## src/hw/rtl/hsbrgb_pkg.sv

```systemverilog
`timescale 1ns / 1ps
// ----------------------------------------------------------------------------
// hsbrgb_pkg
// Shared constants, sector codes and stage payload types for the
// HSB-to-RGB converter pipeline.
// ----------------------------------------------------------------------------
package hsbrgb_pkg;

  // Fixed point format: unsigned Q1.15, 1.0 = 2^FRAC_BITS
  localparam int FIELD_W   = 16;
  localparam int FRAC_BITS = 15;
  localparam logic [FIELD_W-1:0] FIX_ONE = FIELD_W'(1 << FRAC_BITS);

  // Beat widths on the stream ports
  localparam int IN_DATA_W  = 4 * FIELD_W;
  localparam int OUT_DATA_W = 4 * FIELD_W;

  // Hue sectors, one per sixth of a turn
  typedef enum logic [2:0] {
    SEC_RED_YEL = 3'd0,
    SEC_YEL_GRN = 3'd1,
    SEC_GRN_CYN = 3'd2,
    SEC_CYN_BLU = 3'd3,
    SEC_BLU_MAG = 3'd4,
    SEC_MAG_RED = 3'd5
  } sector_t;

  // Input beat as a packed struct of named fields
  typedef struct packed {
    logic [FIELD_W-1:0] alpha;
    logic [FIELD_W-1:0] brightness;
    logic [FIELD_W-1:0] saturation;
    logic [FIELD_W-1:0] hue;
  } pix_in_t;

  // After stage 1: clamped inputs, sector and hue fraction
  typedef struct packed {
    logic                 gray;
    sector_t              sector;
    logic [FRAC_BITS-1:0] frac;
    logic [FIELD_W-1:0]   sat;
    logic [FIELD_W-1:0]   bright;
    logic [FIELD_W-1:0]   alpha;
  } s1_t;

  // After stage 2: chroma and ramp weight
  typedef struct packed {
    logic               gray;
    sector_t            sector;
    logic [FIELD_W-1:0] chroma;
    logic [FIELD_W-1:0] bright;
    logic [FIELD_W-1:0] weight;
    logic [FIELD_W-1:0] alpha;
  } s2_t;

  // After stage 3: chroma, offset m and intermediate x
  typedef struct packed {
    logic               gray;
    sector_t            sector;
    logic [FIELD_W-1:0] chroma;
    logic [FIELD_W-1:0] mval;
    logic [FIELD_W-1:0] xval;
    logic [FIELD_W-1:0] alpha;
  } s3_t;

  // Result beat as a packed struct of named fields
  typedef struct packed {
    logic [FIELD_W-1:0] alpha;
    logic [FIELD_W-1:0] blue;
    logic [FIELD_W-1:0] green;
    logic [FIELD_W-1:0] red;
  } pix_out_t;

endpackage

```

## src/hw/rtl/hsbrgb_sector.sv

```systemverilog
`timescale 1ns / 1ps
// ----------------------------------------------------------------------------
// hsbrgb_sector
// Stage 1: clamps saturation and brightness, scales hue by six and splits
// it into a sector and a fraction.
// ----------------------------------------------------------------------------
module hsbrgb_sector (
  input  logic              clk,
  input  logic              rst_n,
  input  logic              up_valid,
  output logic              up_ready,
  input  hsbrgb_pkg::pix_in_t up_data,
  output logic              dn_valid,
  input  logic              dn_ready,
  output hsbrgb_pkg::s1_t   dn_data
);
  import hsbrgb_pkg::*;

  localparam int SCALED_W = FRAC_BITS + 4;

  logic                vld_r;
  s1_t                 data_r;
  s1_t                 data_nxt;
  logic [SCALED_W-1:0] scaled;

  // Hue times six; below one turn this stays under 6 * 2^FRAC_BITS
  assign scaled = SCALED_W'(up_data.hue) * SCALED_W'(6);

  always_comb begin
    data_nxt.gray   = (up_data.hue >= FIX_ONE);
    data_nxt.sector = sector_t'(scaled[FRAC_BITS+2:FRAC_BITS]);
    data_nxt.frac   = scaled[FRAC_BITS-1:0];
    data_nxt.sat    = (up_data.saturation > FIX_ONE) ? FIX_ONE : up_data.saturation;
    data_nxt.bright = (up_data.brightness > FIX_ONE) ? FIX_ONE : up_data.brightness;
    data_nxt.alpha  = up_data.alpha;
  end

  // Stage register with its own valid; fills whenever it is empty or draining
  assign up_ready = !vld_r || dn_ready;

  always_ff @(posedge clk) begin
    if (!rst_n) begin
      vld_r <= 1'b0;
    end else if (up_ready) begin
      vld_r <= up_valid;
    end
  end

  always_ff @(posedge clk) begin
    if (up_ready && up_valid) begin
      data_r <= data_nxt;
    end
  end

  assign dn_valid = vld_r;
  assign dn_data  = data_r;

endmodule

```

## src/hw/rtl/hsbrgb_chroma.sv

```systemverilog
`timescale 1ns / 1ps
// ----------------------------------------------------------------------------
// hsbrgb_chroma
// Stage 2: chroma = brightness * saturation, and the ramp weight (fraction
// in even sectors, one minus fraction in odd sectors).
// ----------------------------------------------------------------------------
module hsbrgb_chroma (
  input  logic            clk,
  input  logic            rst_n,
  input  logic            up_valid,
  output logic            up_ready,
  input  hsbrgb_pkg::s1_t up_data,
  output logic            dn_valid,
  input  logic            dn_ready,
  output hsbrgb_pkg::s2_t dn_data
);
  import hsbrgb_pkg::*;

  localparam int PROD_W = 2 * FIELD_W;

  logic                vld_r;
  s2_t                 data_r;
  s2_t                 data_nxt;
  logic [PROD_W-1:0]   prod;
  logic [FIELD_W-1:0]  frac_ext;

  // Both operands are at most 1.0, so the truncated product fits one field
  assign prod     = PROD_W'(up_data.bright) * PROD_W'(up_data.sat);
  assign frac_ext = FIELD_W'(up_data.frac);

  always_comb begin
    data_nxt.gray   = up_data.gray;
    data_nxt.sector = up_data.sector;
    data_nxt.chroma = prod[FRAC_BITS+FIELD_W-1:FRAC_BITS];
    data_nxt.bright = up_data.bright;
    data_nxt.weight = up_data.sector[0] ? (FIX_ONE - frac_ext) : frac_ext;
    data_nxt.alpha  = up_data.alpha;
  end

  assign up_ready = !vld_r || dn_ready;

  always_ff @(posedge clk) begin
    if (!rst_n) begin
      vld_r <= 1'b0;
    end else if (up_ready) begin
      vld_r <= up_valid;
    end
  end

  always_ff @(posedge clk) begin
    if (up_ready && up_valid) begin
      data_r <= data_nxt;
    end
  end

  assign dn_valid = vld_r;
  assign dn_data  = data_r;

endmodule

```

## src/hw/rtl/hsbrgb_blend.sv

```systemverilog
`timescale 1ns / 1ps
// ----------------------------------------------------------------------------
// hsbrgb_blend
// Stage 3: x = chroma * weight and the gray offset m = brightness - chroma.
// ----------------------------------------------------------------------------
module hsbrgb_blend (
  input  logic            clk,
  input  logic            rst_n,
  input  logic            up_valid,
  output logic            up_ready,
  input  hsbrgb_pkg::s2_t up_data,
  output logic            dn_valid,
  input  logic            dn_ready,
  output hsbrgb_pkg::s3_t dn_data
);
  import hsbrgb_pkg::*;

  localparam int PROD_W = 2 * FIELD_W;

  logic              vld_r;
  s3_t               data_r;
  s3_t               data_nxt;
  logic [PROD_W-1:0] prod;

  assign prod = PROD_W'(up_data.chroma) * PROD_W'(up_data.weight);

  always_comb begin
    data_nxt.gray   = up_data.gray;
    data_nxt.sector = up_data.sector;
    data_nxt.chroma = up_data.chroma;
    data_nxt.mval   = up_data.bright - up_data.chroma;
    data_nxt.xval   = prod[FRAC_BITS+FIELD_W-1:FRAC_BITS];
    data_nxt.alpha  = up_data.alpha;
  end

  assign up_ready = !vld_r || dn_ready;

  always_ff @(posedge clk) begin
    if (!rst_n) begin
      vld_r <= 1'b0;
    end else if (up_ready) begin
      vld_r <= up_valid;
    end
  end

  always_ff @(posedge clk) begin
    if (up_ready && up_valid) begin
      data_r <= data_nxt;
    end
  end

  assign dn_valid = vld_r;
  assign dn_data  = data_r;

endmodule

```

## src/hw/rtl/hsbrgb_route.sv

```systemverilog
`timescale 1ns / 1ps
// ----------------------------------------------------------------------------
// hsbrgb_route
// Stage 4: forms c+m and x+m and steers them to red, green and blue by
// sector; gray beats get m on all three. Holds the output register.
// ----------------------------------------------------------------------------
module hsbrgb_route (
  input  logic                 clk,
  input  logic                 rst_n,
  input  logic                 up_valid,
  output logic                 up_ready,
  input  hsbrgb_pkg::s3_t      up_data,
  output logic                 dn_valid,
  input  logic                 dn_ready,
  output hsbrgb_pkg::pix_out_t dn_data
);
  import hsbrgb_pkg::*;

  logic               vld_r;
  pix_out_t           data_r;
  pix_out_t           data_nxt;
  logic [FIELD_W-1:0] hi;
  logic [FIELD_W-1:0] mid;
  logic [FIELD_W-1:0] lo;

  assign hi  = up_data.chroma + up_data.mval;
  assign mid = up_data.xval + up_data.mval;
  assign lo  = up_data.mval;

  // Channel steering
  always_comb begin
    data_nxt.alpha = up_data.alpha;
    if (up_data.gray) begin
      data_nxt.red   = lo;
      data_nxt.green = lo;
      data_nxt.blue  = lo;
    end else begin
      case (up_data.sector)
        SEC_RED_YEL: begin
          data_nxt.red = hi;  data_nxt.green = mid; data_nxt.blue = lo;
        end
        SEC_YEL_GRN: begin
          data_nxt.red = mid; data_nxt.green = hi;  data_nxt.blue = lo;
        end
        SEC_GRN_CYN: begin
          data_nxt.red = lo;  data_nxt.green = hi;  data_nxt.blue = mid;
        end
        SEC_CYN_BLU: begin
          data_nxt.red = lo;  data_nxt.green = mid; data_nxt.blue = hi;
        end
        SEC_BLU_MAG: begin
          data_nxt.red = mid; data_nxt.green = lo;  data_nxt.blue = hi;
        end
        default: begin
          data_nxt.red = hi;  data_nxt.green = lo;  data_nxt.blue = mid;
        end
      endcase
    end
  end

  assign up_ready = !vld_r || dn_ready;

  always_ff @(posedge clk) begin
    if (!rst_n) begin
      vld_r <= 1'b0;
    end else if (up_ready) begin
      vld_r <= up_valid;
    end
  end

  always_ff @(posedge clk) begin
    if (up_ready && up_valid) begin
      data_r <= data_nxt;
    end
  end

  assign dn_valid = vld_r;
  assign dn_data  = data_r;

endmodule

```

## src/hw/rtl/hsb_to_rgb_converter_unit.sv

```systemverilog
`timescale 1ns / 1ps
// ----------------------------------------------------------------------------
// hsb_to_rgb_converter_unit
// Converts hue/saturation/brightness/alpha beats in Q1.15 to red/green/
// blue/alpha beats in Q1.15 through a four stage pipeline.
//
//   channel | dir | beat contents (low bits first)
//   --------+-----+------------------------------------------------
//   in_     | in  | hue, saturation, brightness, alpha_in (16 b each)
//   out_    | out | red, green, blue, alpha_out (16 b each)
//
// One beat per cycle in and out while out_tready stays high; four register
// stages (sector, chroma, blend, route), which an accepted beat passes in
// that order before it raises out_tvalid.
// Each stage has its own valid bit and fills whenever it is empty or
// draining, so bubbles close up and a stalled output still lets beats
// in until all four stages are full. Reset clears only the valid bits.
// ----------------------------------------------------------------------------
module hsb_to_rgb_converter_unit (
  input  logic                              clk,
  input  logic                              rst_n,
  input  logic                              in_tvalid,
  output logic                              in_tready,
  // hue[15:0], saturation[31:16], brightness[47:32], alpha_in[63:48]
  input  logic [hsbrgb_pkg::IN_DATA_W-1:0]  in_tdata,
  output logic                              out_tvalid,
  input  logic                              out_tready,
  // red[15:0], green[31:16], blue[47:32], alpha_out[63:48]
  output logic [hsbrgb_pkg::OUT_DATA_W-1:0] out_tdata
);
  import hsbrgb_pkg::*;

  pix_in_t  in_pix;
  pix_out_t out_pix;
  s1_t      s1_data;
  s2_t      s2_data;
  s3_t      s3_data;
  logic     s1_valid, s1_ready;
  logic     s2_valid, s2_ready;
  logic     s3_valid, s3_ready;

  assign in_pix    = pix_in_t'(in_tdata);
  assign out_tdata = OUT_DATA_W'(out_pix);

  // Stage 1: clamp and hue sector
  hsbrgb_sector u_sector (
    .clk      (clk),
    .rst_n    (rst_n),
    .up_valid (in_tvalid),
    .up_ready (in_tready),
    .up_data  (in_pix),
    .dn_valid (s1_valid),
    .dn_ready (s1_ready),
    .dn_data  (s1_data)
  );

  // Stage 2: chroma and ramp weight
  hsbrgb_chroma u_chroma (
    .clk      (clk),
    .rst_n    (rst_n),
    .up_valid (s1_valid),
    .up_ready (s1_ready),
    .up_data  (s1_data),
    .dn_valid (s2_valid),
    .dn_ready (s2_ready),
    .dn_data  (s2_data)
  );

  // Stage 3: x and m
  hsbrgb_blend u_blend (
    .clk      (clk),
    .rst_n    (rst_n),
    .up_valid (s2_valid),
    .up_ready (s2_ready),
    .up_data  (s2_data),
    .dn_valid (s3_valid),
    .dn_ready (s3_ready),
    .dn_data  (s3_data)
  );

  // Stage 4: channel steering and output register
  hsbrgb_route u_route (
    .clk      (clk),
    .rst_n    (rst_n),
    .up_valid (s3_valid),
    .up_ready (s3_ready),
    .up_data  (s3_data),
    .dn_valid (out_tvalid),
    .dn_ready (out_tready),
    .dn_data  (out_pix)
  );

endmodule
```

## config.mk

```make
export PLATFORM = sky130hd
export DESIGN_NAME = hsb_to_rgb_converter_unit
export DESIGN_NICKNAME = d
export VERILOG_FILES = /design/src/hw/rtl/hsbrgb_pkg.sv /design/src/hw/rtl/hsbrgb_sector.sv /design/src/hw/rtl/hsbrgb_chroma.sv /design/src/hw/rtl/hsbrgb_blend.sv /design/src/hw/rtl/hsbrgb_route.sv /design/src/hw/rtl/hsb_to_rgb_converter_unit.sv
export SDC_FILE = /design/constraint.sdc
export NUM_CORES = 1
export LEC_CHECK = 0
export BUFFER_PORTS_ARGS = -buffer_cell sky130_fd_sc_hd__buf_2
export CAP_MARGIN = 0
export CORE_MARGIN = 8
export CORE_UTILIZATION = 50
export DETAILED_ROUTE_END_ITERATION = 10
export GPL_TIMING_DRIVEN = 0
export PLACE_DENSITY = 0.67
export REMOVE_ABC_BUFFERS = 1
export SLEW_MARGIN = 5
export SYNTH_ARGS = -nofsm -noshare
export SYNTH_HDL_FRONTEND = slang
export SYNTH_HIERARCHICAL = 1
export SYNTH_SLANG_ARGS = --single-unit
```

## constraint.sdc

```tcl
create_clock -name clk -period 7.6 [get_ports clk]
set_input_delay 1.52 -clock clk [delete_from_list [all_inputs] [get_ports clk]]
set_output_delay 1.52 -clock clk [all_outputs]
set_load 0.005 [all_outputs]
```

**Word level (Yosys, flattened, before mapping)**

Index checks and enable logic that the tools add are counted.

- Register bits: 270
- Logic and storage cells: 58
- Input bits: 68

- Add/sub/neg operators: 4
- $lt $le $gt $ge: 3
- Equality and inequality tests: 4
- Mux-type cells: 3
- Reduce and logical (&&, ||, !) cells: 13
- Multipliers: 3

Operators with widths:

| operator | number |
|---|---|
| $pmux 48 s5 | 1 |
| $mul 16x16->31 | 2 |
| $mux 48 | 1 |
| $add 16x16->16 | 2 |
| $gt 16x16->1 const B | 2 |
| $mul 16x2->17 const B | 1 |
| $ge 16x16->1 const B | 1 |
| $sub 16x15->16 const A | 1 |
| $sub 16x16->16 | 1 |
| $mux 15 | 1 |
| $eq 3x2->1 const B | 2 |
| $logic_and 1x1->1 | 4 |
| $logic_not 1->1 | 4 |
| $logic_or 1x1->1 | 4 |
| $eq 3x1->1 const B | 1 |
| $eq 3x3->1 const B | 1 |
| $logic_not 3->1 | 1 |

**Depth between registers and ports, before layout**

- Word-level depth: 6
- Mapped depth: 22
- Gate-level depth less buffers: 21

**Hierarchy**

Netlist, hierarchy kept.

Modules (own cells, without submodules):

| module | instances | area an instance (µm²) | seq. area each (µm²) | cells an instance |
|---|---|---|---|---|
| hsbrgb_blend | 1 | 11005.6 | 2062.0 | 1129 |
| hsbrgb_chroma | 1 | 10603.9 | 2062.0 | 1072 |
| hsbrgb_route | 1 | 4317.9 | 1941.9 | 415 |
| hsbrgb_sector | 1 | 3165.5 | 2001.9 | 229 |

**Worst setup path before layout**

OpenSTA, ideal clock, no wires.

- Path type: reg2reg
- From: register u_chroma.data_r, in the netlist u_chroma/dn_data[53]
- To: register u_blend.data_r, in the netlist u_blend/dn_data[29] (data pin)
- Data required time: 7.342 ns
- Stages on the path, launching flop included: 20
- Setup slack: 1.620 ns
- Arrival: 5.723 ns
- Cells stage by stage: edfxtp_1 > clkbuf_1 > nand2_1 > fa_1 > inv_1 > fa_1 > fa_1 > fa_1 > fa_1 > inv_1 > fa_1 > inv_1 > ha_1 > a21o_1 > a211o_1 > a211oi_2 > a21oi_2 > a221o_1 > a41oi_2 > xnor2_1

RTL lines:

| element | RTL line | source |
|---|---|---|
| start, declared | hsbrgb_chroma.sv:22 | `s2_t data_r;` |
| start signal, assigned | hsbrgb_chroma.sv:52 | `data_r <= data_nxt;` |
| end signal, assigned | hsbrgb_blend.sv:48 | `data_r <= data_nxt;` |
| end, declared | hsbrgb_blend.sv:21 | `s3_t data_r;` |

==> results.md <==
- Register area share after synthesis: 27.7%
- Area of the multi-input gates: 18700 µm²
- Filler instances: 4987
- Slew at the pin closest to its max-slew limit: 1.33 ns
- Final Cycle Share: 87.9%
- Setup Skew: 0.0341 ns
- Number of vias per cell: 5.49
- Drt drc: 0
- I/O Buffers: 133
- Synth Flop Type: edfxtp_1
- FF+latch count, synth: 270
- Synth Instances: 2845
- FMAX: 0.150 GHz
- Arr. time, crit path: 6.99 ns
- Setup violations, final: 0
- Placed insts: 3652
- Wire length of the first global-routing pass: 109000 µm
- Htree depth: 1
- CTS hold repair buffers: 0
- I/O pin count: 134
- Routed Antenna Nets: 0
- PostCTS Resize Cnt: 0
- Final Hold Viols: 0
- Routed WL: 66200 µm
- Startpoint types: flip-flop
- Req. time, crit path: 7.90 ns
- Maximum clock path buffer count: 3
- Core area: 57600 µm²
- Post-Syn Area: 29100 µm²
- Row count: 88
- Die area: 66200 µm²
- Ys Warns: 6
- Die Ht: 257 µm
- Die Span X: 257 µm
- Via count: 20400
- Synth async-reset ratio: 0%
- DR pass1 iterations: 7
- Clk Tree Root Cell: clkbuf_16
- CTS clk-pin slew, worst paths: 0.06 ns
- Hold Crit Class: reg -> reg
- GRT overflow: 0
- Worst skew pair latency: 0.58 ns
- CTS tree: done
- Max-Cap Viols: 0
- Total track usage: 19.9%
- Average cell area after synthesis: 10.2 µm²
- Register Area: 8070 µm²
- Clock sinks: 270
- Slew margin rel.: 11.0%
- RSZ-0062 raised after global routing: false
- Detailed router's first-iteration violation count: 1336
- EDFF count, synth: 266
- Share of cells above drive strength 1: 7.72%
- # nets final: 3637
- Synth cell types: 91
- Initial antenna violation count: 3
- Minimum clock period: 6.68 ns
- Worst-path fanout max: 18
- Largest net degree at the start of global routing: 67
- Critical setup path kind: reg -> reg
- DR WL/cell: 17.9 µm
- Setup TNS: 0 ns
- Setup Fix Bufs, Post-CTS: 0
- Area grow syn2layout: 7.93%
- CTS Buf Count: 29
- Final Max Tran Viols: 0
- Final non-filler cell total: 3707
- Initial Utilization: 50.5%
- Detailed Place HPWL: 50600 µm
- Vias in the first global route: 21800
- Status: finished, final reports clean
- Routability congestion estimate: 0.890
- Crit end category: flip-flop
## worst max-delay path: stages, from the launching register on
cell	delay, ns
edfxtp_1	0.94
nand2_1	0.20
fa_1	0.64
fa_1	0.45
fa_1	0.51
inv_1	0.05
fa_1	0.46
fa_1	0.56
inv_1	0.06
fa_1	0.53
inv_1	0.05
ha_1	0.39
nand2_1	0.10
or3_1	0.40
a211o_1	0.38
nor3_4	0.29
o211ai_2	0.15
a21oi_2	0.18
xor2_1	0.08
## per-layer routing
layer | share of wire, % | up-vias | GRT usage [%]
met5 | 0.020 | - | 0
met4 | 2.6 | 2 | 5.53
met3 | 6.0 | 155 | 3.11
met2 | 48 | 721 | 34.4
met1 | 43 | 10100 | 25.8
li1 | - | 9385 | -
## area by class of cell
class,count,area share (%)
multi-input combinational,1944,59.5
sequential,270,25.7
inverter,537,6.42
tap,765,3.05
clock buffer,31,2.34
timing repair buffer,136,2.32
clock inverter,21,0.673
antenna,3,0.0239
## final timing paths
kind                                            from                  end  slack, ns  cells past startpoint
worst min-delay path              u_blend/dn_data[2]  u_route/dn_data[50]       0.42                      0
worst max-delay path            u_chroma/dn_data[58]  u_blend/dn_data[30]       0.92                     18
worst min register to register    u_blend/dn_data[2]  u_route/dn_data[50]       0.42                      0
worst max register to register  u_chroma/dn_data[58]  u_blend/dn_data[30]       0.92                     18
## registers in the layout, indices dropped and copies added (netlist names)
| name | cells |
|---|---|
| u_blend/dn_valid | 1 |
| u_sector/dn_valid | 1 |
| u_route/dn_data | 64 |
| u_blend/dn_data | 68 |
| u_route/dn_valid | 1 |
| u_chroma/dn_data | 68 |
| u_chroma/dn_valid | 1 |
| u_sector/dn_data | 66 |
## layout by cell type, fill, tap and decap left out, types with 19 or more instances in the layout
| cell | n |
|---|---|
| xnor2_1 | 76 |
| o21ai_0 | 60 |
| a21oi_1 | 79 |
| clkbuf_16 | 29 |
| a31oi_1 | 22 |
| a222oi_1 | 19 |
| inv_1 | 537 |
| buf_2 | 133 |
| xor2_1 | 33 |
| nand2_1 | 368 |
| nor2b_1 | 40 |
| nor2_1 | 71 |
| and2_1 | 217 |
| nor3_1 | 20 |
| a21o_1 | 23 |
| fa_1 | 388 |
| ha_1 | 263 |
| edfxtp_1 | 266 |
## synthesized netlist by cell type (all sizes together), types with 40 or more instances
cell type | number | area share, %
inv | 537 | 6.9
fa | 388 | 27
nand2 | 368 | 4.7
edfxtp | 266 | 27
ha | 263 | 11
and2 | 221 | 4.8
clkbuf | 90 | 1.2
a21oi | 88 | 1.6
xnor2 | 76 | 2.3
nor2 | 72 | 0.93
o21ai | 72 | 1.3
nor2b | 40 | 0.86
## per-stage QoR
step | area, µm² | util (%) | hold WS (ns) | setup WS, ns
floorplan | 28700 | - | 0.400 | 1.66
global route | 31400 | 54.5 | 0.423 | 0.636
finish | 31400 | 54.5 | 0.415 | 0.918
CTS | 31400 | 54.5 | 0.416 | 0.963
global placement | 30400 | 52.7 | 0.400 | 1.07
detailed placement | 30400 | 52.9 | 0.405 | 1.01
## cell families after synthesis
group | synth area share (%)
buffers and inverters | 8.16
adder cells (fa/ha/maj) | 38.0
other | 0.0129
AND/OR/NAND/NOR | 13.7
AO/OA/AOI/OAI | 9.05
XOR/XNOR | 3.31
multiplexers | 0.0344
flip-flops | 27.7
Power is left out: the tool's default activity adds up to more than one toggle a clock period on the data nets, which glitch-free logic cannot reach.
